$ cat src/rtl/jpct_pkg.sv
`timescale 1ns / 1ps

package jpct_pkg;

   localparam int NUM_JOINTS_DEF = 8;

   localparam int IDX_W      = 3;
   localparam int SIG_W      = 32;
   localparam int ERR_W      = SIG_W + 1;
   localparam int GAIN_W     = 16;
   localparam int CSR_IDX_W  = 3;
   localparam int CSR_DATA_W = 16;
   localparam int QUEUE_DEPTH = 2;

   typedef enum logic [1:0] {
      LAW_PD   = 2'd0,
      LAW_PID  = 2'd1,
      LAW_CT   = 2'd2,
      LAW_HOLD = 2'd3
   } law_type;

   typedef enum logic [CSR_IDX_W-1:0] {
      CSR_CONTROL_LAW  = 3'd0,
      CSR_KP_MAIN      = 3'd1,
      CSR_KP_JOINT_TWO = 3'd2,
      CSR_KP_REST      = 3'd3,
      CSR_KD_FIRST     = 3'd4,
      CSR_KD_REST      = 3'd5,
      CSR_KI_GAIN      = 3'd6,
      CSR_STEP_TIME    = 3'd7
   } csr_index_type;

   typedef struct packed {
      law_type            law;
      logic [GAIN_W-1:0]  kp_main;
      logic [GAIN_W-1:0]  kp_joint_two;
      logic [GAIN_W-1:0]  kp_rest;
      logic [GAIN_W-1:0]  kd_first;
      logic [GAIN_W-1:0]  kd_rest;
      logic [GAIN_W-1:0]  ki_gain;
      logic [GAIN_W-1:0]  step_time;
   } cfg_type;

   localparam cfg_type CFG_RESET = '{
      law:          LAW_CT,
      kp_main:      16'd1600,
      kp_joint_two: 16'd1600,
      kp_rest:      16'd1600,
      kd_first:     16'd320,
      kd_rest:      16'd320,
      ki_gain:      16'd16000,
      step_time:    16'd655
   };

   typedef enum logic [1:0] {
      CMD_PD    = 2'd0,
      CMD_PID   = 2'd1,
      CMD_STORE = 2'd2,
      CMD_MAT   = 2'd3
   } cmd_kind_type;

   typedef struct packed {
      cmd_kind_type             kind;
      logic [IDX_W-1:0]         row;
      logic [IDX_W-1:0]         col;
      logic                     last_col;
      logic signed [ERR_W-1:0]  e;
      logic signed [ERR_W-1:0]  ev;
      logic [GAIN_W-1:0]        kp;
      logic [GAIN_W-1:0]        kd;
      logic signed [SIG_W-1:0]  entry;
      logic signed [SIG_W-1:0]  bias;
   } cmd_type;

   typedef enum logic [1:0] {
      B_IDLE   = 2'd0,
      B_ISSUE  = 2'd1,
      B_DRAIN  = 2'd2,
      B_FINISH = 2'd3
   } back_state_type;

endpackage

$ cat src/rtl/jpct_queue.sv
`timescale 1ns / 1ps

module jpct_queue (
   input  logic                  clock,
   input  logic                  reset,
   input  logic                  push,
   input  jpct_pkg::cmd_type     push_cmd,
   output logic                  full,
   input  logic                  pop,
   output logic                  not_empty,
   output jpct_pkg::cmd_type     head_cmd
);

   localparam int PTR_W = (jpct_pkg::QUEUE_DEPTH > 1) ? $clog2(jpct_pkg::QUEUE_DEPTH) : 1;
   localparam int CNT_W = $clog2(jpct_pkg::QUEUE_DEPTH + 1);
   localparam logic [CNT_W-1:0] DEPTH_CNT = CNT_W'(jpct_pkg::QUEUE_DEPTH);
   localparam logic [PTR_W-1:0] LAST_PTR  = PTR_W'(jpct_pkg::QUEUE_DEPTH - 1);

   jpct_pkg::cmd_type  mem_ff [jpct_pkg::QUEUE_DEPTH];
   logic [PTR_W-1:0]   wr_ptr_ff, wr_ptr_in;
   logic [PTR_W-1:0]   rd_ptr_ff, rd_ptr_in;
   logic [CNT_W-1:0]   count_ff, count_in;
   logic               do_push;
   logic               do_pop;

   always_comb begin
      full      = count_ff == DEPTH_CNT;
      not_empty = count_ff != '0;
      head_cmd  = mem_ff[rd_ptr_ff];
      do_push   = push && !full;
      do_pop    = pop && not_empty;

      wr_ptr_in = wr_ptr_ff;
      rd_ptr_in = rd_ptr_ff;
      count_in  = count_ff;
      if (do_push) begin
         wr_ptr_in = (wr_ptr_ff == LAST_PTR) ? '0 : wr_ptr_ff + 1'b1;
      end
      if (do_pop) begin
         rd_ptr_in = (rd_ptr_ff == LAST_PTR) ? '0 : rd_ptr_ff + 1'b1;
      end
      if (do_push && !do_pop) begin
         count_in = count_ff + 1'b1;
      end else if (do_pop && !do_push) begin
         count_in = count_ff - 1'b1;
      end
   end

   always_ff @(posedge clock) begin
      if (reset) begin
         wr_ptr_ff <= '0;
         rd_ptr_ff <= '0;
         count_ff  <= '0;
      end else begin
         wr_ptr_ff <= wr_ptr_in;
         rd_ptr_ff <= rd_ptr_in;
         count_ff  <= count_in;
      end
   end

   always_ff @(posedge clock) begin
      if (do_push) begin
         mem_ff[wr_ptr_ff] <= push_cmd;
      end
   end

endmodule

$ cat config.mk
export PLATFORM = sky130hd
export DESIGN_NAME = jpct_queue
export DESIGN_NICKNAME = d
export VERILOG_FILES = /design/src/rtl/jpct_pkg.sv /design/src/rtl/jpct_queue.sv
export SDC_FILE = /design/constraint.sdc
export NUM_CORES = 1
export LEC_CHECK = 0
export CAP_MARGIN = 20
export CELL_PAD_IN_SITES_DETAIL_PLACEMENT = 0
export CELL_PAD_IN_SITES_GLOBAL_PLACEMENT = 1
export CORE_MARGIN = 4
export CORE_UTILIZATION = 55
export CTS_CLUSTER_DIAMETER = 120
export DETAILED_ROUTE_END_ITERATION = 6
export DONT_BUFFER_PORTS = 1
export PLACE_DENSITY = 0.89
export REMOVE_ABC_BUFFERS = 1
export SETUP_SLACK_MARGIN = 0.05
export SLEW_MARGIN = 15
export SYNTH_ARGS = -nofsm -noshare
export SYNTH_HDL_FRONTEND = slang
export SYNTH_SLANG_ARGS = --single-unit
$ cat constraint.sdc
create_clock -name clock -period 12.2 [get_ports clock]
set_clock_uncertainty 0.1 [all_clocks]
set_input_delay 1.83 -clock clock [delete_from_list [all_inputs] [get_ports clock]]
set_output_delay 1.83 -clock clock [all_outputs]
set_load 0.01 [all_outputs]
# --- Word level (Yosys, flattened, before mapping) ---
# Memories as Yosys holds them, arrays and structs flattened. A register that Yosys moved wholly into a read port is not among the register bits.
# Cells that the tools add are included.
totals:
  reg_bits: 4
  ramBits: 342
  input_bits: 175
  output_inout_bits: 173
  wordCells: 26
  mem_count: 1
mem_list:
  columns: ["memory", "depth", "word_bits", "rd", "rd_clocked_by_memory_dff", "wr", "line", "text"]
  rows:
  - ["mem_ff", 2, 171, 1, 1, 1, "jpct_queue.sv:19", "jpct_pkg::cmd_type mem_ff [jpct_pkg::QUEUE_DEPTH];"]
op_classes:
  addsub: 4
  n_eq_ne: 1
  mux: 8
  reduce_logical: 9
ops:
  columns: ["operator", "count"]
  rows:
  - ["$mux W1", 6]
  - ["$logic_and A1 B1 Y1", 4]
  - ["$mux W2", 2]
  - ["$reduce_bool A2 Y1", 2]
  - ["$logic_not A1 Y1", 3]
  - ["$add A1 B1 Y1 const B", 2]
  - ["$add A2 B1 Y2 const B", 1]
  - ["$eq A2 B2 Y1 const B", 1]
  - ["$sub A2 B1 Y2 const B", 1]

# --- Longest topological paths before layout ---
logic_depth:
  depth_word: 7
  depth_mapped: 6
  depth_no_buf: 6

# --- Worst setup path after synthesis ---
# No wires, ideal clock.
synth_path:
  path_kind: "input to register"
  from: "in push"
  to: "mem mem_ff[1][0] (netlist bit) (enable)"
  setup_ns: 0.552
  t_arrival_ns: 5.925
  t_required_ns: 11.548
  setup_slack_ns: 5.623
  cell_stages: 3
  path_buffers: 0
  cell_sequence: "inv_1 > nor2_1 > and2_1"
synth_between:
  elab_chain_cells: 3
synth_lines:
  columns: ["element", "line", "text"]
  rows:
  - ["from (decl)", "jpct_queue.sv:6", "input logic push,"]
  - ["$logic_and A1 B1 Y1", "jpct_queue.sv:30", "do_push = push && !full;"]
  - ["$mux W1", "jpct_queue.sv:62", "if (do_push) begin"]
  - ["$mux W1 (implied by the code)", "jpct_queue.sv:63", "mem_ff[wr_ptr_ff] <= push_cmd;"]
  - ["to (decl)", "jpct_queue.sv:19", null]
# Every way passes these cells.

==> out/results.tsv <==
metric	value	unit
status	complete, no violations	
Fin Setup TNS	0	ns
Congestion Overflow GR	0	
DR DRC count	0	
Routed WL	23200	um
Cell variety after synth	16	
via count	5163	
nets@finish	756	
Skew-Pair Late Insertion Delay	0.49	ns
unrepaired setup endpoints after global routing	false	
WP buf/inv	1	
Yosys reg bits	347	
top cell type's share of synthesized area	79.5	%
share of layout cells above drive strength 1	37.1	%
Max-cap violations	0	
DRT iter0 DRCs	357	
Synth Warn #	0	
Hold Path Class	reg -> reg	
most frequent cells in the layout	edfxtp_1, mux2_4, mux2_2	
end-of-flow core utilization	62.3	%
die area	26000	sq um
first-pass GRT wire length	34100	um
Worst Max-Slew Pin Slew	1.10	ns
Worst EP arrival	2.87	ns
number of global-route vias before repair	5588	
die height	161	um
Critical Path Max Stage Delay	1.01	ns
FP Rows	55	
average wire per standard cell	25.2	um
clock buffer depth	3	
Layout Cells excl Fill	919	
Tcrit/Tclk final	39.4	%
Worst Hold Slack	0.417	ns
Post-CTS Setup Inserts	0	
Power Dens Cells	223	nW/um^2
fin crit period	4.80	ns
Worst path top cell family by delay	flip-flops	
DIE WIDTH	161	um
DRT Pass-1 Iters	4	
H-tree levels	2	
Max-slew headroom	26.4	%
fin area	14200	sq um
fin. max-slew vios	0	
gp weighted congestion	0.727	
Synth Cell Area	12900	sq um
Seq/Total Area, Yosys	80.3	%
initial antenna violation count	0	
CTS Root Cell	clkbuf_16	
WS Path Type	reg -> out	
most common cell after layout, fill and taps aside	edfxtp_1	
most area-consuming cells after synthesis	edfxtp_1, mux2_4, mux2_2, buf_6, dfxtp_1	
placed cells	856	
synthesized netlist cell count	557	
CTS resizes	0	
antenna fix cells	0	
startpoint types	flip-flop	
Initial Util	56.5	%
largest net degree at the start of global routing	94	
crit-path cells	buf_4 -> mux2_2	
Total Routing Usage GR	17.2	%
IO Pins	348	
CP Max Fanout	70	
dpl hpwl	15700	um
Post-Synthesis Mean Instance Area	23.2	sq um
area leader, netlist	edfxtp_1	
CTS tree	done	
Hold-fix buffers, CTS	0	
clock tree sinks	347	
Detail Route Antenna Nets	0	
# setup viols final	0	
static leakage	4.77	nW
maximum vdd drop	0.167	mV
Max Fclk	208	MHz
total core area	22800	sq um
Setup crit end kind	primary output	
Syn-to-layout area delta	10.3	%
Slowest cell on crit path	dfxtp_4	
placed cell areas	13200	sq um
PortBufs	0	
CP required	10.27	ns
Reg clk slew, reported paths	0.05	ns
CTS buffer count	35	
Final Hold Viols	0	
vias per cell	5.62	
-- cell families after synthesis --
kind of cell / after synthesis / share of synthesized area, %
flops: 347 / 80.3
mux: 171 / 17.5
buf+inv: 21 / 1.33
simple gates: 9 / 0.359
compound gates: 5 / 0.194
xor+xnor: 3 / 0.203
fa+ha+maj: 1 / 0.0969
-- power by group --
part	total (mW)	internal, mW	leakage [nW]	switching [mW]
sequential	1.57	1.50	3.24	0.0722
clock	0.966	0.563	0.506	0.402
combinational	0.636	0.279	1.03	0.357
-- metal layers --
metal / part of all wire (%) / routed length [um] / GRT usage (%) / up-vias
li1: - / - / - / 2258
met1: 32 / 7470 / 17.4 / 2578
met2: 51 / 11800 / 29.4 / 272
met3: 14 / 3150 / 10.1 / 55
met4: 3.2 / 742 / 6.36 / 0
met5: 0 / 0 / 0 / -
-- layout make-up --
| cell class | instances | area [sq um] |
|---|---|---|
| repair buffers | 5 | 37.5 |
| clock inverters | 12 | 62.6 |
| clock buffers | 51 | 988 |
| fillers | 1545 | 8600 |
| well taps | 313 | 392 |
| multi-input cells | 189 | 2380 |
| flip-flops and latches | 347 | 10400 |
| inverters | 2 | 12.5 |
-- metrics by stage --
| step | worst slack (ns) | total power, mW |
|---|---|---|
| after CTS | 7.32 | 3.22 |
| after detailed placement | 7.70 | 2.25 |
| after floorplan | 4.24 | 2.23 |
| after global routing | 7.22 | 3.31 |
| final | 7.40 | 3.18 |
| after global placement | 7.84 | 2.22 |
-- synthesized netlist by cell type, drive strengths merged --
cell type	instances
and2	1
or2	1
mux2	171
ha	1
inv	2
xor2	3
or3	2
dfxtp	5
o21ai	3
nor2b	1
nor2	4
buf	19
a21oi	2
edfxtp	342
-- state kept, by name (all words and copies together) (netlist names), named ones only --
| name | cells |
|---|---|
| mem_ff | 342 |
| count_ff | 2 |
| rd_ptr_ff | 1 |
| wr_ptr_ff | 1 |
-- path summary, 6_finish.rpt --
check / cells after the start / slack [ns] / to / start
max: 2 / 7.40 / head_cmd[8] / flip-flop
max reg2reg: 4 / 9.00 / mem_ff[0][68] / count_ff[0]
min reg2reg: 2 / 0.42 / flip-flop / rd_ptr_ff
min: 2 / 0.42 / flip-flop / rd_ptr_ff
-- worst reg2reg max path: cells and delay by family, from the launching register on --
family	cells	cell delay (ns)
buffers and inverters	2	1.65
AND/OR/NAND/NOR	2	0.60
flip-flops	1	0.41
Power figures use the tool's default switching activity.
