===== src/rtl/jpct_pkg.sv =====
`timescale 1ns / 1ps

package jpct_pkg;

   localparam int NUM_JOINTS_DEF = 8;

   localparam int IDX_W      = 3;
   localparam int SIG_W      = 32;
   localparam int ERR_W      = SIG_W + 1;
   localparam int GAIN_W     = 16;
   localparam int CSR_IDX_W  = 3;
   localparam int CSR_DATA_W = 16;
   localparam int QUEUE_DEPTH = 2;

   typedef enum logic [1:0] {
      LAW_PD   = 2'd0,
      LAW_PID  = 2'd1,
      LAW_CT   = 2'd2,
      LAW_HOLD = 2'd3
   } law_type;

   typedef enum logic [CSR_IDX_W-1:0] {
      CSR_CONTROL_LAW  = 3'd0,
      CSR_KP_MAIN      = 3'd1,
      CSR_KP_JOINT_TWO = 3'd2,
      CSR_KP_REST      = 3'd3,
      CSR_KD_FIRST     = 3'd4,
      CSR_KD_REST      = 3'd5,
      CSR_KI_GAIN      = 3'd6,
      CSR_STEP_TIME    = 3'd7
   } csr_index_type;

   typedef struct packed {
      law_type            law;
      logic [GAIN_W-1:0]  kp_main;
      logic [GAIN_W-1:0]  kp_joint_two;
      logic [GAIN_W-1:0]  kp_rest;
      logic [GAIN_W-1:0]  kd_first;
      logic [GAIN_W-1:0]  kd_rest;
      logic [GAIN_W-1:0]  ki_gain;
      logic [GAIN_W-1:0]  step_time;
   } cfg_type;

   localparam cfg_type CFG_RESET = '{
      law:          LAW_CT,
      kp_main:      16'd1600,
      kp_joint_two: 16'd1600,
      kp_rest:      16'd1600,
      kd_first:     16'd320,
      kd_rest:      16'd320,
      ki_gain:      16'd16000,
      step_time:    16'd655
   };

   typedef enum logic [1:0] {
      CMD_PD    = 2'd0,
      CMD_PID   = 2'd1,
      CMD_STORE = 2'd2,
      CMD_MAT   = 2'd3
   } cmd_kind_type;

   typedef struct packed {
      cmd_kind_type             kind;
      logic [IDX_W-1:0]         row;
      logic [IDX_W-1:0]         col;
      logic                     last_col;
      logic signed [ERR_W-1:0]  e;
      logic signed [ERR_W-1:0]  ev;
      logic [GAIN_W-1:0]        kp;
      logic [GAIN_W-1:0]        kd;
      logic signed [SIG_W-1:0]  entry;
      logic signed [SIG_W-1:0]  bias;
   } cmd_type;

   typedef enum logic [1:0] {
      B_IDLE   = 2'd0,
      B_ISSUE  = 2'd1,
      B_DRAIN  = 2'd2,
      B_FINISH = 2'd3
   } back_state_type;

endpackage


===== src/rtl/jpct_csr.sv =====
`timescale 1ns / 1ps

module jpct_csr (
   input  logic                                clock,
   input  logic                                reset,
   input  logic                                csr_write_enable,
   input  logic [jpct_pkg::CSR_IDX_W-1:0]      csr_index,
   input  logic [jpct_pkg::CSR_DATA_W-1:0]     csr_write_data,
   output jpct_pkg::cfg_type                   cfg
);

   jpct_pkg::cfg_type cfg_ff;
   jpct_pkg::cfg_type cfg_in;

   always_comb begin
      cfg_in = cfg_ff;
      if (csr_write_enable) begin
         case (jpct_pkg::csr_index_type'(csr_index))
            jpct_pkg::CSR_CONTROL_LAW:  cfg_in.law = jpct_pkg::law_type'(csr_write_data[1:0]);
            jpct_pkg::CSR_KP_MAIN:      cfg_in.kp_main      = csr_write_data;
            jpct_pkg::CSR_KP_JOINT_TWO: cfg_in.kp_joint_two = csr_write_data;
            jpct_pkg::CSR_KP_REST:      cfg_in.kp_rest      = csr_write_data;
            jpct_pkg::CSR_KD_FIRST:     cfg_in.kd_first     = csr_write_data;
            jpct_pkg::CSR_KD_REST:      cfg_in.kd_rest      = csr_write_data;
            jpct_pkg::CSR_KI_GAIN:      cfg_in.ki_gain      = csr_write_data;
            jpct_pkg::CSR_STEP_TIME:    cfg_in.step_time    = csr_write_data;
            default: ;
         endcase
      end
   end

   always_ff @(posedge clock) begin
      if (reset) begin
         cfg_ff <= jpct_pkg::CFG_RESET;
      end else begin
         cfg_ff <= cfg_in;
      end
   end

   assign cfg = cfg_ff;

endmodule


===== config.mk =====
export PLATFORM = sky130hd
export DESIGN_NAME = jpct_csr
export DESIGN_NICKNAME = d
export VERILOG_FILES = /design/src/rtl/jpct_pkg.sv /design/src/rtl/jpct_csr.sv
export SDC_FILE = /design/constraint.sdc
export NUM_CORES = 1
export LEC_CHECK = 0
export BUFFER_PORTS_ARGS = -buffer_cell sky130_fd_sc_hd__buf_2
export CORE_AREA = 4 4 112 114
export DETAILED_ROUTE_END_ITERATION = 16
export DIE_AREA = 0 0 116 118
export MAX_ROUTING_LAYER = met4
export PLACE_DENSITY = 0.69
export SLEW_MARGIN = 0
export SYNTH_ARGS = -nofsm -noshare
export SYNTH_HDL_FRONTEND = slang
export SYNTH_SLANG_ARGS = --single-unit

===== constraint.sdc =====
create_clock -name clock -period 2.3 [get_ports clock]
set_input_delay 0.115 -clock clock [delete_from_list [all_inputs] [get_ports clock]]
set_output_delay 0.115 -clock clock [all_outputs]
set_load 0.01 [all_outputs]

Word-level counts from Yosys, hierarchy flattened:

Cells that the tools add are included.

* register bits after elaboration: 114
* latch bits: 0
* memory bits (writable): 0
* bits in read-only memories: 0
* input port bits: 22
* output and inout bits: 114
* memories kept: 0

* add/sub/neg operators: 0
* $mul: 0
* divide/modulo/power cells: 0
* order comparisons: 0
* equal/unequal tests: 7
* shifts and indexed selects: 0
* multiplexer cells: 0
* bitwise gates (word level): 0
* reductions and logical operators: 9

Operators with widths (count)
* AND reduction 2 bit: 8
* == test 3 bit (second input constant): 4
* == test 3 x 2 -> 1 bit (second input constant): 2
* == test 3 x 1 -> 1 bit (second input constant): 1
* logical NOT 3 bit: 1

Depth between registers and ports, before layout:

Gate-level depths: netlist of the first run.

* depth after elaboration: 2
* gate-level depth with buffers: 5
* mapped depth without buffers: 2

Worst setup path after synthesis of the first run:

OpenSTA, ideal clock, no wires.

* kind: input -> register
* from: input csr_index[0] (netlist name)
* to: register cfg_ff (netlist bit cfg[85])
* library setup time: 0.072 ns
* data arrival time: 1.005 ns
* required time: 2.228 ns
* path slack: 1.223 ns
* stages on the path: 5
* cells stage by stage: buf_4 -> nor4bb_4 -> buf_6 -> buf_12 -> mux2i_1

* cells in the longest elaborated chain, start to end: 2

RTL lines
* start, declared: RTL line jpct_csr.sv:7 `input logic [jpct_pkg::CSR_IDX_W-1:0] csr_index,`
* == test 3 x 2 -> 1 bit: RTL line jpct_csr.sv:18 `case (jpct_pkg::csr_index_type'(csr_index))`
* AND reduction 2 bit (no source line)
* end signal, assigned: RTL line jpct_csr.sv:34 `cfg_ff <= jpct_pkg::CFG_RESET;`
* end signal, assigned: RTL line jpct_csr.sv:36 `cfg_ff <= cfg_in;`
* end, declared: RTL line jpct_csr.sv:12 `jpct_pkg::cfg_type cfg_ff;`

Every way passes these cells.
A chain may end at the register's enable or synchronous reset.

Final worst setup path of the first run:

* from: register cfg_ff (netlist bit cfg[102])
* to: output cfg[102] (netlist name)

RTL lines
* end, declared: RTL line jpct_csr.sv:9 `output jpct_pkg::cfg_type cfg`

No word-level cell between the ends.

==> impl_results.md, run 1 <==
* Post-DP HPWL at 8290 um
* NumNets Final at 573
* CTS sink cnt at 114
* Die Span X at 116 um
* Synth Area per Inst at 11.0 um2
* WL final at 11600 um
* Pre-CTS setup slack at 0.879 ns
* Die ar. at 13700 um2
* XOR/XNOR Fraction of Synth Area at 0
* Top cell type's share of synthesized area at 0.501
* Antenna Violating Nets Remaining at 0
* Mux cell area share after synthesis at 0.251
* Tcrit/Tclk final at 0.452
* Slowest stage delay, CP at 0.37 ns
* Resize count post-CTS at 0
* Cell taking the most area after synthesis: dfxtp_1
* Slew headroom at 0.595
* Routed vias/inst at 4.77
* HP Class: input port to flop
* Mapped Area at 4550 um2
* Worst-path clk slew at 0.05 ns
* Synth area leaders: dfxtp_1 50%, mux2i_1 25%, nand2b_1 14%
* CTS tree: yes
* Root Driver: clkbuf_16
* First-pass GRT wire length at 18600 um
* Critical Path RT at 2.18 ns
* CP bufs+invs at 1
* EDFF count, synth at 0
* Detailed-route DRC error count at 0
* Largest net degree at the start of global routing at 81
* Vias in the first global route at 3540
* Global-route usage over all layers at 0.180
* Maxcap violations at 0
* Register area share after synthesis at 0.501
* Cells after synthesis at 414
* Critical Path Start Type: flop
* Worst-Margin Slew at 0.607 ns
* N_diodes at 0
* Htree depth at 4
* Fin worst setup slack at 1.26 ns
* Post-synthesis simple-gate area fraction at 0.202
* GRT overflow at 0
* Routability cong. at 0.797
* WHS at 0.0157 ns
* Adder-cell share of the synthesized area at 0
* Setup_tns at 0 ns
* Area Overhead vs Synth at 30.7%
* Min Tclk post-route at 1.04 ns
* Arr. time, crit path at 0.92 ns
* Max reg flops at 114
* Async set-reset flop share out of synthesis at 0
* CP endpoint kind: output pin
* Main flop type after synthesis: dfxtp_1
* Synth Area in Compound Gates at 0
* Syn Nets at 436
* Share of cells above drive strength 1 at 0.313
* Port Buffers at 135
* Std-Cell Rows at 39
* Clock Path Buffers at 2
* # fillers at 1083
* TritonCTS buffer count at 17
* Peak Freq at 963 MHz
* Critical-path top delay cell: dfxtp_1
* Initial cell density of the core at 0.399
* I/O pin cnt at 136
* Synth Register Bits at 114
* Vias at 3370
* Drt pass-1 iters at 4
* Top delay family on crit path: flip-flops
* Synth top cells by count: 114 x dfxtp_1, 114 x mux2i_1, 104 x nand2b_1, 38 x nor2_1, 12 x buf_2
* Critical path class: flop to output pin
* RSZ-0062 raised after global routing: no
* Wire per inst at 16.5 um
* Leakage at 3.03 nW
* Count of final setup violators at 0
* Clk_skew at 0 ns
* Core Region at 11400 um2
* Main combinational cell family by area after synthesis: multiplexers
* Final slew viol count at 0
* Latest clock arrival within the worst-skew pair at 0.40 ns
* Status: finished clean
* Critical path cell sequence: buf_2
* Synth unique cells at 17
* Initial detailed-routing violation count at 117
* Yosys warning count at 0
* Max VDD drop at 0.359 mV
* Hold Vio Cnt, Final at 0
* Initial antenna violation count at 0
* CP max FO at 2
* Die H at 118 um
* Pwr/cell area at 819 nW/um2
-- where the power goes --
| part | leakage (nW) | switching (mW) | total (mW) | internal [mW] |
|---|---|---|---|---|
| clock | 0.289 | 0.843 | 2.52 | 1.68 |
| combinational | 1.81 | 0.167 | 0.307 | 0.139 |
| sequential | 0.924 | 0.0249 | 2.05 | 2.02 |
| total | 3.03 | 1.03 | 4.87 | 3.84 |
-- final cells by class --
type                            instances  area, um2  share of cell area
Sequential cell                       114       2280               0.384
Multi-Input combinational cell        267       2060               0.346
Clock inverter                          4       45.0             0.00757
Clock buffer                           27        533              0.0896
Tap cell                              143        179              0.0301
Timing Repair Buffer                  151        851               0.143
-- per-layer routing --
| metal | GRT usage | wire (um) | up-vias |
|---|---|---|---|
| met4 | 0.0602 | 179 | 0 |
| met1 | 0.227 | 5340 | 1625 |
| met5 | - | 0 | - |
| li1 | - | - | 1645 |
| met3 | 0.0504 | 575 | 13 |
| met2 | 0.277 | 5540 | 87 |
-- repair_timing --
item | 4_1_cts | 5_1_grt
hold buffers | 6 | 0
setup buffers | 0 | 0
hold endpoints to repair | 6 | 0
-- cells by family after synthesis --
kind of cell | count (synthesis)
buffers and inverters | 33
flip-flops | 114
multiplexers | 114
AND/OR/NAND/NOR | 153
-- final timing paths --
path	startpoint	end	slack, ns	cells past startpoint
hold reg to reg	cfg[62]	cfg[62]	0.47	2
hold / removal	csr_write_data[6]	cfg[22]	0.02	3
setup / recovery	cfg[102]	cfg[102]	1.26	1
setup reg to reg	cfg[102]	cfg[102]	1.64	2
-- per-stage QoR --
stage               power, mW  instances  area (um2)  utilization
floorplan                2.28        414        4550            -
global placement         2.38        669        5310        0.465
detailed placement       2.39        669        5310        0.465
CTS                      4.92        706        5950        0.521
global route             5.05        706        5950        0.521
finish                   4.87        706        5950        0.521
-- cell usage in the layout (no fill, tap or decap) --
| master | count |
|---|---|
| and4_1 | 1 |
| clkbuf_8 | 7 |
| and4bb_2 | 1 |
| and4b_1 | 1 |
| nand2b_1 | 104 |
| clkbuf_16 | 17 |
| nor4b_2 | 1 |
| dlygate4sd3_1 | 6 |
| nand4bb_1 | 2 |
| bufinv_16 | 1 |
| buf_4 | 8 |
| buf_12 | 3 |
| mux2i_1 | 114 |
| nor4bb_4 | 1 |
| dfxtp_1 | 114 |
| buf_2 | 134 |
| nor2_1 | 38 |
| nand4b_1 | 3 |
| clkbuf_1 | 3 |
| clkinv_2 | 3 |
| nand4_1 | 1 |
Note: power is estimated with default switching activity, not from simulation.
==> run 2, diff against run 1 <==
Clock period 2.3 ns to 1 ns, I/O delays scaled along.
==> run 2 against run 1 <==
Combinational power increased to 2.6 times the previous value. Cell area increased by 3.2%. Hold slack improved by 0.066 ns. Total power increased by 130%. Setup slack got worse by 1.2 ns. Critical path type unchanged.
==> impl_results.md, run 2 (synthesis gave the netlist of run 1 again) <==
* Critical-path top delay cell: dfxtp_1
* Detailed-route DRC error count at 0 (unchanged)
* Worst-path clk slew at 0.05 ns (about the same)
* Slew headroom at 0.747 (+0.152)
* Initial detailed-routing violation count at 119 (+1.7%)
* Core Region at 11400 um2 (unchanged)
* Clk_skew at 0 ns (unchanged)
* Max VDD drop at 0.918 mV (+160%)
* Commonest non-fill, non-tap cells in the layout: 134 x buf_2, 114 x mux2i_1, 114 x dfxtp_1
* First-pass GRT wire length at 18900 um (+1.7%)
* CTS Hold Bufs at 12 (+6)
* Hold Vio Cnt, Final at 0 (unchanged)
* Drt pass-1 iters at 4 (unchanged)
* I/O pin cnt at 136 (unchanged)
* Maxcap violations at 0 (unchanged)
* HP Class: input port to flop
* Htree depth at 4 (unchanged)
* Port Buffers at 135 (unchanged)
* Antenna Violating Nets Remaining at 0 (unchanged)
* Resize count post-CTS at 0 (unchanged)
* CTS sink cnt at 114 (unchanged)
* Post-DP Area at 5480 um2 (+3.1%)
* Max reg flops at 114 (unchanged)
* Setup_tns at 0 ns (unchanged)
* Vias in the first global route at 3630 (+2.5%)
* Final slew viol count at 0 (unchanged)
* Slowest stage delay, CP at 0.36 ns (about the same)
* Routed vias/inst at 4.71 (-1.4%)
* CTS tree: yes
* Critical path class: flop to output pin
* Most common cell after layout, fill and taps aside: buf_2
* Peak Freq at 1060 MHz
* Die ar. at 13700 um2 (unchanged)
* Die H at 118 um (unchanged)
* Setup bufs post-CTS at 0 (unchanged)
* Status: finished clean
* Area Overhead vs Synth at 34.8%
* FF-to-FF setup slack at 0.36 ns (-1.28 ns)
* CP max FO at 2 (unchanged)
* Std-Cell Rows at 39 (unchanged)
* Non-Filler Instances at 733 (+3.8%)
* Clock Path Buffers at 2 (unchanged)
* Top delay family on crit path: flip-flops
* Critical Path Start Type: flop
* Root Driver: clkbuf_16
* Share of cells above drive strength 1 at 0.331 (+0.0179)
* Wire per inst at 16.4 um (-0.71%)
* RSZ-0062 raised after global routing: no
* Pre-CTS setup slack at -0.0998 ns (-0.979 ns)
* TritonCTS buffer count at 17 (unchanged)
* Initial cell density of the core at 0.399 (unchanged)
* N_diodes at 0 (unchanged)
* Global-route usage over all layers at 0.184 (+0.00442)
* Initial antenna violation count at 0 (unchanged)
* Post-route cell area at 6140 um2 (+3.2%)
* # fillers at 1043 (-3.7%)
* Count of final setup violators at 0 (unchanged)
* Fin worst setup slack at 0.0526 ns (-1.21 ns)
* Critical path cell sequence: buf_2
* Latest clock arrival within the worst-skew pair at 0.40 ns (about the same)
* Largest net degree at the start of global routing at 41 (-49%)
* WL final at 12000 um (+3.1%)
* CP bufs+invs at 1 (unchanged)
* Post-DP HPWL at 8490 um (+2.4%)
* Critical Path RT at 0.95 ns (-1.23 ns)
* Tcrit/Tclk final at 0.947
* Min Tclk post-route at 0.947 ns
* GRT overflow at 0 (unchanged)
* Routability cong. at 0.773 (-3.0%)
* Vias at 3451 (+2.4%)
* NumNets Final at 601 (+4.9%)
* Total Power at 11.1 mW (+130%)
* Pwr/cell area at 1820 nW/um2 (+120%)
* Final core utilization at 0.538 (+0.0167)
* Leakage at 3.14 nW (+3.8%)
* Post-Place Cells at 691 (+3.3%)
* Die Span X at 116 um (unchanged)
* CP endpoint kind: output pin
* Worst-Margin Slew at 0.378 ns (-0.228 ns)
* Arr. time, crit path at 0.90 ns (-0.02 ns)
* WHS at 0.0819 ns (+0.0662 ns)
run 2: worst paths after layout:
path                 from       end  depth (start not counted)
max              cfg[106]  cfg[106]                          1
min          csr_index[0]  cfg[113]                          3
max reg2reg        cfg[1]    cfg[1]                          2
min reg2reg       cfg[53]   cfg[53]                          2
run 2: layout make-up:
class	instances	area [um2]	area share
multi-input cells	267	2060	0.336
well taps	143	179	0.0291
clock buffers	23	458	0.0746
clock inverters	7	85.1	0.0139
repair buffers	179	1080	0.175
flip-flops and latches	114	2280	0.372
run 2: power by group:
| part | switching, mW | total (mW) | internal [mW] |
|---|---|---|---|
| Clock | 1.97 | 5.65 | 3.68 |
| Sequential | 0.0552 | 4.71 | 4.65 |
| Combinational | 0.406 | 0.791 | 0.386 |
run 2: worst min-delay path: cells and delay by family:
family                 cells  cell delay (ns)
buffers and inverters      1             0.18
muxes                      1             0.11
and+or+nand+nor            1             0.09
run 2: per-layer routing:
metal  GRT usage  vias up  routed length (um)
met3      0.0452       15                 508
met1       0.223     1641                5370
met2       0.295       92                5870
met5           -        -                   0
met4      0.0674        0                 240
li1            -     1703                   -
