`src/rtl/jpct_pkg.sv`:
```
`timescale 1ns / 1ps

package jpct_pkg;

   localparam int NUM_JOINTS_DEF = 8;

   localparam int IDX_W      = 3;
   localparam int SIG_W      = 32;
   localparam int ERR_W      = SIG_W + 1;
   localparam int GAIN_W     = 16;
   localparam int CSR_IDX_W  = 3;
   localparam int CSR_DATA_W = 16;
   localparam int QUEUE_DEPTH = 2;

   typedef enum logic [1:0] {
      LAW_PD   = 2'd0,
      LAW_PID  = 2'd1,
      LAW_CT   = 2'd2,
      LAW_HOLD = 2'd3
   } law_type;

   typedef enum logic [CSR_IDX_W-1:0] {
      CSR_CONTROL_LAW  = 3'd0,
      CSR_KP_MAIN      = 3'd1,
      CSR_KP_JOINT_TWO = 3'd2,
      CSR_KP_REST      = 3'd3,
      CSR_KD_FIRST     = 3'd4,
      CSR_KD_REST      = 3'd5,
      CSR_KI_GAIN      = 3'd6,
      CSR_STEP_TIME    = 3'd7
   } csr_index_type;

   typedef struct packed {
      law_type            law;
      logic [GAIN_W-1:0]  kp_main;
      logic [GAIN_W-1:0]  kp_joint_two;
      logic [GAIN_W-1:0]  kp_rest;
      logic [GAIN_W-1:0]  kd_first;
      logic [GAIN_W-1:0]  kd_rest;
      logic [GAIN_W-1:0]  ki_gain;
      logic [GAIN_W-1:0]  step_time;
   } cfg_type;

   localparam cfg_type CFG_RESET = '{
      law:          LAW_CT,
      kp_main:      16'd1600,
      kp_joint_two: 16'd1600,
      kp_rest:      16'd1600,
      kd_first:     16'd320,
      kd_rest:      16'd320,
      ki_gain:      16'd16000,
      step_time:    16'd655
   };

   typedef enum logic [1:0] {
      CMD_PD    = 2'd0,
      CMD_PID   = 2'd1,
      CMD_STORE = 2'd2,
      CMD_MAT   = 2'd3
   } cmd_kind_type;

   typedef struct packed {
      cmd_kind_type             kind;
      logic [IDX_W-1:0]         row;
      logic [IDX_W-1:0]         col;
      logic                     last_col;
      logic signed [ERR_W-1:0]  e;
      logic signed [ERR_W-1:0]  ev;
      logic [GAIN_W-1:0]        kp;
      logic [GAIN_W-1:0]        kd;
      logic signed [SIG_W-1:0]  entry;
      logic signed [SIG_W-1:0]  bias;
   } cmd_type;

   typedef enum logic [1:0] {
      B_IDLE   = 2'd0,
      B_ISSUE  = 2'd1,
      B_DRAIN  = 2'd2,
      B_FINISH = 2'd3
   } back_state_type;

endpackage

```
`src/rtl/jpct_if.sv`:
```
`timescale 1ns / 1ps

interface jpct_req_if;
   logic                                   valid;
   logic                                   ready;
   logic                                   mode;
   logic [jpct_pkg::IDX_W-1:0]             row_index;
   logic [jpct_pkg::IDX_W-1:0]             col_index;
   logic signed [jpct_pkg::SIG_W-1:0]      position;
   logic signed [jpct_pkg::SIG_W-1:0]      velocity;
   logic signed [jpct_pkg::SIG_W-1:0]      position_ref;
   logic signed [jpct_pkg::SIG_W-1:0]      velocity_ref;
   logic signed [jpct_pkg::SIG_W-1:0]      matrix_entry;
   logic signed [jpct_pkg::SIG_W-1:0]      bias_force;

   modport source (
      output valid, mode, row_index, col_index, position, velocity,
             position_ref, velocity_ref, matrix_entry, bias_force,
      input  ready
   );

   modport sink (
      input  valid, mode, row_index, col_index, position, velocity,
             position_ref, velocity_ref, matrix_entry, bias_force,
      output ready
   );
endinterface


```
`src/rtl/jpct_front.sv`:
```
`timescale 1ns / 1ps

module jpct_front #(
   parameter int NUM_JOINTS = jpct_pkg::NUM_JOINTS_DEF
) (
   jpct_req_if.sink                 req_chan,
   input  jpct_pkg::cfg_type        cfg,
   input  logic                     q_full,
   output logic                     q_push,
   output jpct_pkg::cmd_type        q_cmd
);

   localparam logic [4:0] JOINT_LIMIT = 5'(NUM_JOINTS);
   localparam logic [4:0] LAST_COL    = 5'(NUM_JOINTS - 1);

   logic row_ok;
   logic col_ok;
   logic keep;

   always_comb begin
      row_ok = {2'b00, req_chan.row_index} < JOINT_LIMIT;
      col_ok = {2'b00, req_chan.col_index} < JOINT_LIMIT;

      q_cmd          = '0;
      q_cmd.kind     = jpct_pkg::CMD_PD;
      q_cmd.row      = req_chan.row_index;
      q_cmd.col      = req_chan.col_index;
      q_cmd.last_col = {2'b00, req_chan.col_index} == LAST_COL;
      q_cmd.e        = {req_chan.position_ref[jpct_pkg::SIG_W-1], req_chan.position_ref}
                     - {req_chan.position[jpct_pkg::SIG_W-1], req_chan.position};
      q_cmd.ev       = {req_chan.velocity_ref[jpct_pkg::SIG_W-1], req_chan.velocity_ref}
                     - {req_chan.velocity[jpct_pkg::SIG_W-1], req_chan.velocity};
      q_cmd.entry    = req_chan.matrix_entry;
      q_cmd.bias     = req_chan.bias_force;

      // per-joint gain banks
      if (req_chan.row_index < 3'd2) begin
         q_cmd.kp = cfg.kp_main;
      end else if (req_chan.row_index == 3'd2) begin
         q_cmd.kp = cfg.kp_joint_two;
      end else begin
         q_cmd.kp = cfg.kp_rest;
      end
      q_cmd.kd = (req_chan.row_index == 3'd0) ? cfg.kd_first : cfg.kd_rest;

      keep = 1'b0;
      if (cfg.law != jpct_pkg::LAW_HOLD && row_ok) begin
         if (!req_chan.mode) begin
            keep = 1'b1;
            case (cfg.law)
               jpct_pkg::LAW_PD:  q_cmd.kind = jpct_pkg::CMD_PD;
               jpct_pkg::LAW_PID: q_cmd.kind = jpct_pkg::CMD_PID;
               default:           q_cmd.kind = jpct_pkg::CMD_STORE;
            endcase
         end else if (cfg.law == jpct_pkg::LAW_CT && col_ok) begin
            keep       = 1'b1;
            q_cmd.kind = jpct_pkg::CMD_MAT;
         end
      end

      // dropped items are still taken; they just never reach the queue
      req_chan.ready = !q_full;
      q_push         = req_chan.valid && !q_full && keep;
   end

endmodule

```
`src/flat_wrapper.sv`:
```
// flat-port wrapper written by rule: the top's interface ports become plain ports
module jpct_front_flat 
#(
   parameter int NUM_JOINTS = jpct_pkg::NUM_JOINTS_DEF
)
  (cfg, q_full, q_push, q_cmd, req_chan_valid, req_chan_mode, req_chan_row_index, req_chan_col_index, req_chan_position, req_chan_velocity, req_chan_position_ref, req_chan_velocity_ref, req_chan_matrix_entry, req_chan_bias_force, req_chan_ready);
  jpct_req_if req_chan_i ();
  input  jpct_pkg::cfg_type cfg;
  input  logic q_full;
  output logic q_push;
  output jpct_pkg::cmd_type q_cmd;
  input wire logic [$bits(req_chan_i.valid)-1:0] req_chan_valid;
  input wire logic [$bits(req_chan_i.mode)-1:0] req_chan_mode;
  input wire logic [$bits(req_chan_i.row_index)-1:0] req_chan_row_index;
  input wire logic [$bits(req_chan_i.col_index)-1:0] req_chan_col_index;
  input wire logic [$bits(req_chan_i.position)-1:0] req_chan_position;
  input wire logic [$bits(req_chan_i.velocity)-1:0] req_chan_velocity;
  input wire logic [$bits(req_chan_i.position_ref)-1:0] req_chan_position_ref;
  input wire logic [$bits(req_chan_i.velocity_ref)-1:0] req_chan_velocity_ref;
  input wire logic [$bits(req_chan_i.matrix_entry)-1:0] req_chan_matrix_entry;
  input wire logic [$bits(req_chan_i.bias_force)-1:0] req_chan_bias_force;
  output wire logic [$bits(req_chan_i.ready)-1:0] req_chan_ready;
  assign req_chan_i.valid = req_chan_valid;
  assign req_chan_i.mode = req_chan_mode;
  assign req_chan_i.row_index = req_chan_row_index;
  assign req_chan_i.col_index = req_chan_col_index;
  assign req_chan_i.position = req_chan_position;
  assign req_chan_i.velocity = req_chan_velocity;
  assign req_chan_i.position_ref = req_chan_position_ref;
  assign req_chan_i.velocity_ref = req_chan_velocity_ref;
  assign req_chan_i.matrix_entry = req_chan_matrix_entry;
  assign req_chan_i.bias_force = req_chan_bias_force;
  assign req_chan_ready = req_chan_i.ready;
  jpct_front #(.NUM_JOINTS(NUM_JOINTS)) u_core (.req_chan(req_chan_i), .cfg(cfg), .q_full(q_full), .q_push(q_push), .q_cmd(q_cmd));
endmodule
```
`config.mk`:
```
export PLATFORM = sky130hd
export DESIGN_NAME = jpct_front_flat
export DESIGN_NICKNAME = d
export VERILOG_FILES = /design/src/rtl/jpct_pkg.sv /design/src/rtl/jpct_if.sv /design/src/rtl/jpct_front.sv /design/src/flat_wrapper.sv
export SDC_FILE = /design/constraint.sdc
export NUM_CORES = 1
export LEC_CHECK = 0
export ABC_AREA = 1
export BUFFER_PORTS_ARGS = -buffer_cell sky130_fd_sc_hd__buf_2
export CORE_AREA = 2 2 189 191
export DETAILED_ROUTE_END_ITERATION = 10
export DIE_AREA = 0 0 191 193
export GPL_TIMING_DRIVEN = 0
export PLACE_DENSITY = 0.42
export SYNTH_ARGS = -nofsm -noshare
export SYNTH_HDL_FRONTEND = slang
export SYNTH_SLANG_ARGS = --single-unit
```
`constraint.sdc`:
```
create_clock -name vclk -period 2.42
set_input_delay 0.363 -clock vclk [all_inputs]
set_output_delay 0.363 -clock vclk [all_outputs]
set_load 0.02 [all_outputs]
```
* Yosys cells after proc, flatten, opt, wreduce, memory -nomap -nowiden
Cells that the tools add are included.
Operators by class: reductions and logical operators 5, equal/unequal tests 5, add/sub/neg operators 2, multiplexer cells 10, order comparisons 1
Operator list (count):
- $sub 32x32->33 | 2
- $mux 16 | 3
- $mux 2 | 3
- $pmux 2 s2 | 1
- $eq 3x2->1 const B | 1
- $eq 3x3->1 const B | 1
- $logic_not 3->1 | 1
- $lt 3x2->1 const B | 1
- $mux 1 | 3
- $eq 2x1->1 const B | 1
- $eq 2x2->1 const B | 1
- $logic_and 1x1->1 | 2
- $logic_not 2->1 | 1
- $ne 2x2->1 const B | 1
- $logic_not 1->1 | 1
Word-level totals: input bits 315, word-level logic and storage cells 23, output and inout bits 173, register bits 0

* Logic depth before layout (Yosys ltp)
Gate-level depths: netlist of run 1.
depth in word-level cells 5, gate-level depth with buffers 14

* Least setup slack after synthesis of run 1
No wires, ideal clock.
path kind in2out, start point in req_chan_velocity_ref[0], end point out q_cmd[112] in the netlist's numbering, required time 2.057 ns, slack 0.198 ns, data arrival time 1.859 ns, path buffers 0, stages 11, cell sequence inv_1 ha_1 fa_1 inv_1 nand2_1 nand2_1 nand3_1 nand2_2 nand2_1 nand2_2 xor2_1
RTL lines:
- start, declared | line flat_wrapper.sv:19 | input wire logic [$bits(req_chan_i.velocity_ref)-1:0] req_chan_velocity_ref;
- end, declared | line flat_wrapper.sv:11 | output jpct_pkg::cmd_type q_cmd;

==> results of run 1 <==
placed cells by master (no fill, tap or decap), drive strengths merged:
master    n
clkbuf    4
nand3    48
a21oi    43
and2      4
a21o      2
xor2     26
ha       64
nor2    101
nor3      4
mux2     16
inv     322
and3      1
a31oi    16
o21bai    2
buf     478
fa        2
or2       2
xnor2     4
nand4    24
nand2   528
critical path: stages:
cell and delay (ns):
buf_2 0.10, ha_2 0.19, fa_2 0.35, inv_2 0.09
nand2_2 0.05, nand2_2 0.06, nand3_2 0.08, nand2_2 0.12
nand2_2 0.07, nand2_4 0.07, buf_4 0.11, xor2_1 0.14
buf_4 0.16
area by class of cell:
cell class	count	area, um^2	area share
Buffer	81	593	0.0645
Multi-Input combinational cell	887	4740	0.516
Inverter	322	1210	0.131
Tap cell	461	577	0.0627
Timing Repair Buffer	401	2070	0.226
per-stage QoR:
step	instances	util	hold WS [ns]	power (W)	TNS, ns
6_report	2152	0.263	0.942	0.00250	0
5_1_grt	2152	0.263	0.945	0.00278	-0.123
4_1_cts	2146	0.256	0.944	0.00245	0
3_5_place_dp	2142	0.254	0.944	0.00240	-1.92
3_3_place_gp	2142	0.254	0.944	0.00240	-1.69
2_1_floorplan	1290	-	0.810	0.00157	0
how the worst max path moves through the flow:
stage                 end  depth (start not counted)
2_1_floorplan  q_cmd[112]                         11
3_3_place_gp   q_cmd[112]                         13
3_5_place_dp   q_cmd[112]                         13
4_1_cts        q_cmd[124]                         16
5_1_grt        q_cmd[118]                         14
6_report       q_cmd[141]                         13
Yosys cell counts:
cell,n,area (um^2)
and2_1,4,25.0
a31oi_1,16,100
inv_1,320,1200
fa_1,2,40.0
nand2_1,507,1900
mux2_1,6,67.6
or2_1,2,12.5
a21o_1,2,15.0
a21oi_2,2,17.5
nand2_4,1,11.3
nand3_1,45,225
nand2_2,20,125
ha_1,64,801
xor2_1,26,228
mux2_2,10,113
nand3_2,3,30.0
a21oi_1,41,205
and3_1,1,6.26
nor3_1,4,20.0
xnor2_1,4,35.0
nand4_1,24,150
nor2_4,1,11.3
buf_4,72,541
clkbuf_1,4,15.0
inv_2,2,7.51
o21bai_1,2,15.0
buf_6,2,22.5
nor2_1,100,375
buf_2,3,15.0
cell families after synthesis:
| logic type | after synthesis | share of synthesized area |
|---|---|---|
| xor gates and xnor gates | 30 | 0.0415 |
| muxes | 16 | 0.0284 |
| buffers and inverters | 403 | 0.284 |
| adders and majority gates | 66 | 0.133 |
| AOI/OAI and AO/OA | 63 | 0.0557 |
| and+or+nand+nor | 712 | 0.457 |
power breakdown:
part	switching (W)	total, W	leakage, nW	internal, W
Clock	0	0	0	0
Combinational	0.00156	0.00250	6.28	0.000945
Sequential	0	0	0	0
Total	0.00156	0.00250	6.28	0.000945
what timing repair did:
item / CTS / global route
setup buffers: 4 / 6
pin swaps: 6 / 10
setup endpoints to repair: 17 / 28
resized for setup: 21 / 57
routing by layer:
layer	GRT usage	share of wire	vias up
met4	0.00119	0.00016	0
met3	0.00724	0.061	2
met5	0	0	-
met2	0.205	0.45	268
li1	-	-	4554
met1	0.181	0.49	3580
==> summary.txt, run 1 <==
Status -> finished, final reports clean
CP Launch Type -> primary input
Number of port buffers -> 391
Grt total ovfl -> 0
Initial antenna violation count -> 0
# rows -> 69
Rel. slew slack -> 0.658
Clock buffer count in the final layout -> 0
Sequential area share after synthesis -> 0
WL final -> 25300 um
Average wire per standard cell -> 11.7 um
Crit Path Category -> primary input to output port
Least-Margin Pin Slew -> 0.513 ns
Critical Path RT -> 2.06 ns
Initial Util -> 0.181
Syn Nets -> 1671
Vias post-DR -> 8404
Syn Std Cell Area -> 6330 um^2
Total GRT Usage -> 0.122
Setup ws final -> 0.0980 ns
Post-DP HPWL -> 22900 um
Diode count -> 0
Area post-placement -> 8870 um^2
Final period utilization -> 0.960
Die area -> 36900 um^2
First-iteration detailed-routing DRC count -> 317
Total iterations of the first detailed-routing run -> 5
Share of cells above drive strength 1 -> 0.338
Power per standard cell area -> 272 nW/um^2
Nets -> 2074
Hold WC Path Type -> primary input to output port
Final Hold Viols -> 0
Maximum VDD drop -> 143 uV
Hold path cells -> 2
Yosys warns -> 0
Static leakage -> 6.28 nW
Area growth syn-to-layout -> 45.1%
Number of global-route vias before repair -> 7658
Finished layout cell area -> 9190 um^2
Top Ports -> 488
Detail Route Antenna Nets -> 0
Crit end category -> output port
Seq Cell Count -> 0
Worst-path fanout max -> 3
Setup violators final -> 0
FF/Latch Area -> 0 um^2
DR DRC count -> 0
Max capacitance violation total -> 0
Minimum clock period -> 2.32 ns
Largest net degree at the start of global routing -> 11
First-pass GRT wire length -> 37100 um
Final Wtd Congestion -> 0.869
Max-slew violation count -> 0
Hold Path End -> q_cmd[23]
FMAX -> 0.431 GHz
Die width -> 191 um
Die H -> 193 um
Syn Inst Count -> 1290
Count of different cell masters after synthesis -> 29
Vias per inst -> 3.91
WP data arrival -> 1.96 ns
Avg Inst Size Synth -> 4.91 um^2
Core area -> 35000 um^2
Hold Crit Start -> req_chan_bias_force[23]
Critical path launch point -> req_chan_position[0]
CTS Hold Bufs -> 0
Setup slack at placement -> -0.217 ns
FILL cells -> 4167
Power figures use the tool's default switching activity.
==> run 2: changes to the inputs <==
==> constraint.sdc (replaced) <==
create_clock -name vclk -period 2.42
set_input_delay 0.121 -clock vclk [all_inputs]
set_output_delay 0.121 -clock vclk [all_outputs]
set_load 0.02 [all_outputs]
==> summary.txt, run 2 (synthesis gave the netlist of run 1 again) <==
Commonest cells after routing, fill and taps aside -> 507 x nand2_1, 394 x buf_2, 320 x inv_1, 100 x nor2_1, 72 x buf_4
Area of the multi-input gates -> 4530 um^2 (-4.4%)
Largest net degree at the start of global routing -> 11 (unchanged)
Total GRT Usage -> 0.122 (-0.000351)
Number of port buffers -> 391 (unchanged)
Total iterations of the first detailed-routing run -> 5 (unchanged)
Vias post-DR -> 8324 (-0.95%)
FILL cells -> 4176 (+0.22%)
Final Wtd Congestion -> 0.869 (unchanged)
Die area -> 36900 um^2 (unchanged)
Post-CTS Setup Bufs -> 0 (-4)
RSZ-0062 raised after global routing -> false
Minimum clock period -> 2.14 ns (-0.182 ns)
Average wire per standard cell -> 11.7 um (-0.37%)
Total Power -> 0.00239 W (-4.6%)
Diode count -> 0 (unchanged)
FF/Latch Area -> 0 um^2 (unchanged)
Clock buffer count in the final layout -> 0 (unchanged)
Rel. slew slack -> 0.660 (+0.00208)
Vias per inst -> 3.89 (-0.49%)
Top Ports -> 488 (unchanged)
DR DRC count -> 0 (unchanged)
Crit Path Category -> primary input to output port
# rows -> 69 (unchanged)
CP Launch Type -> primary input
Post-CTS Resized -> 0 (-100%)
Worst-path fanout max -> 3 (unchanged)
Least-Margin Pin Slew -> 0.509 ns (-0.00312 ns)
Number of global-route vias before repair -> 7618 (-0.52%)
Maximum VDD drop -> 137 uV (-4.7%)
Post-DP HPWL -> 22900 um (unchanged)
Critical Path RT -> 2.30 ns (+0.24 ns)
Initial Util -> 0.181 (unchanged)
Die width -> 191 um (unchanged)
Total negative slack -> 0 ns (unchanged)
Max capacitance violation total -> 0 (unchanged)
Core area -> 35000 um^2 (unchanged)
Seq Cell Count -> 0 (unchanged)
Hold Path End -> q_cmd[23]
First-pass GRT wire length -> 37000 um (-0.32%)
WP data arrival -> 2.02 ns (+0.06 ns)
Power per standard cell area -> 269 nW/um^2 (-1.1%)
Crit end category -> output port
Share of cells above drive strength 1 -> 0.302 (-0.0361)
Die H -> 193 um (unchanged)
CTS Hold Bufs -> 0 (unchanged)
Most common cell after layout, fill and taps aside -> nand2_1
Initial antenna violation count -> 0 (unchanged)
Status -> finished, final reports clean
Setup violators final -> 0 (unchanged)
Hold WC Path Type -> primary input to output port
Hold Crit Start -> req_chan_bias_force[23]
Hold path cells -> 2 (unchanged)
Final period utilization -> 0.884 (-0.0752)
Final design utilization -> 0.254 (-0.00930)
FMAX -> 0.467 GHz (+8.5%)
Detail Route Antenna Nets -> 0 (unchanged)
Area growth syn-to-layout -> 40.0%
Static leakage -> 6.19 nW (-1.4%)
WHS -> 0.458 ns (-0.484 ns)
WL final -> 25100 um (-0.83%)
Nets -> 2064 (-0.48%)
First-iteration detailed-routing DRC count -> 315 (-0.63%)
Grt total ovfl -> 0 (unchanged)
Final Hold Viols -> 0 (unchanged)
Max-slew violation count -> 0 (unchanged)
[run 2: cell count changes in the layout (fill, tap and decap cells not counted), moves of 7 or more]
cell	before	now
ha_1	55	64
nand2_1	486	507
nand2_4	8	1
nand2_2	34	20
ha_2	7	0
buf_2	383	394
nor2_2	12	0
buf_4	89	72
nor2_1	87	100
[run 2: critical path, stage by stage]
cell and delay (ns):
buf_2 0.07, inv_1 0.03, ha_1 0.21, fa_1 0.43
inv_1 0.13, nand2_1 0.06, nand2_1 0.07, nand3_1 0.09
nand2_2 0.13, nand2_1 0.08, nand2_2 0.13, xor2_1 0.25
buf_2 0.22
[run 2: metrics by stage]
step / area, um^2 / instances / setup WS (ns)
floorplan: 6330 / 1290 / 0.682
global placement: 8870 / 2142 / 0.272
detailed placement: 8870 / 2142 / 0.267
CTS: 8870 / 2142 / 0.250
global route: 8870 / 2142 / 0.103
finish: 8870 / 2142 / 0.280
[run 2: worst max-delay path by stage]
stage                                   startpoint         end  slack [ns]  cells past startpoint
after detailed placement  req_chan_velocity_ref[0]  q_cmd[112]        0.27                     13
after CTS                 req_chan_velocity_ref[0]  q_cmd[112]        0.25                     13
final                     req_chan_velocity_ref[0]  q_cmd[112]        0.28                     13
after global placement    req_chan_velocity_ref[0]  q_cmd[112]        0.27                     13
after floorplan           req_chan_velocity_ref[0]  q_cmd[112]        0.68                     11
after global routing      req_chan_position_ref[0]  q_cmd[149]        0.10                     16
[run 2: final cells by class]
| type | count | area share |
|---|---|---|
| Buffer | 81 | 0.0669 |
| Inverter | 322 | 0.136 |
| Timing Repair Buffer | 391 | 0.221 |
| Multi-Input combinational cell | 887 | 0.511 |
| Tap cell | 461 | 0.0650 |
[run 2: layer usage]
metal	track usage	wire (um)	part of all wire
met4	0.00119	4	0.00016
met1	0.181	12500	0.50
met5	0	0	0
met2	0.204	11100	0.44
met3	0.00724	1500	0.060
[run 2: power breakdown]
part	internal, W	switching, W
Sequential	0	0
Clock	0	0
Combinational	0.000874	0.00151
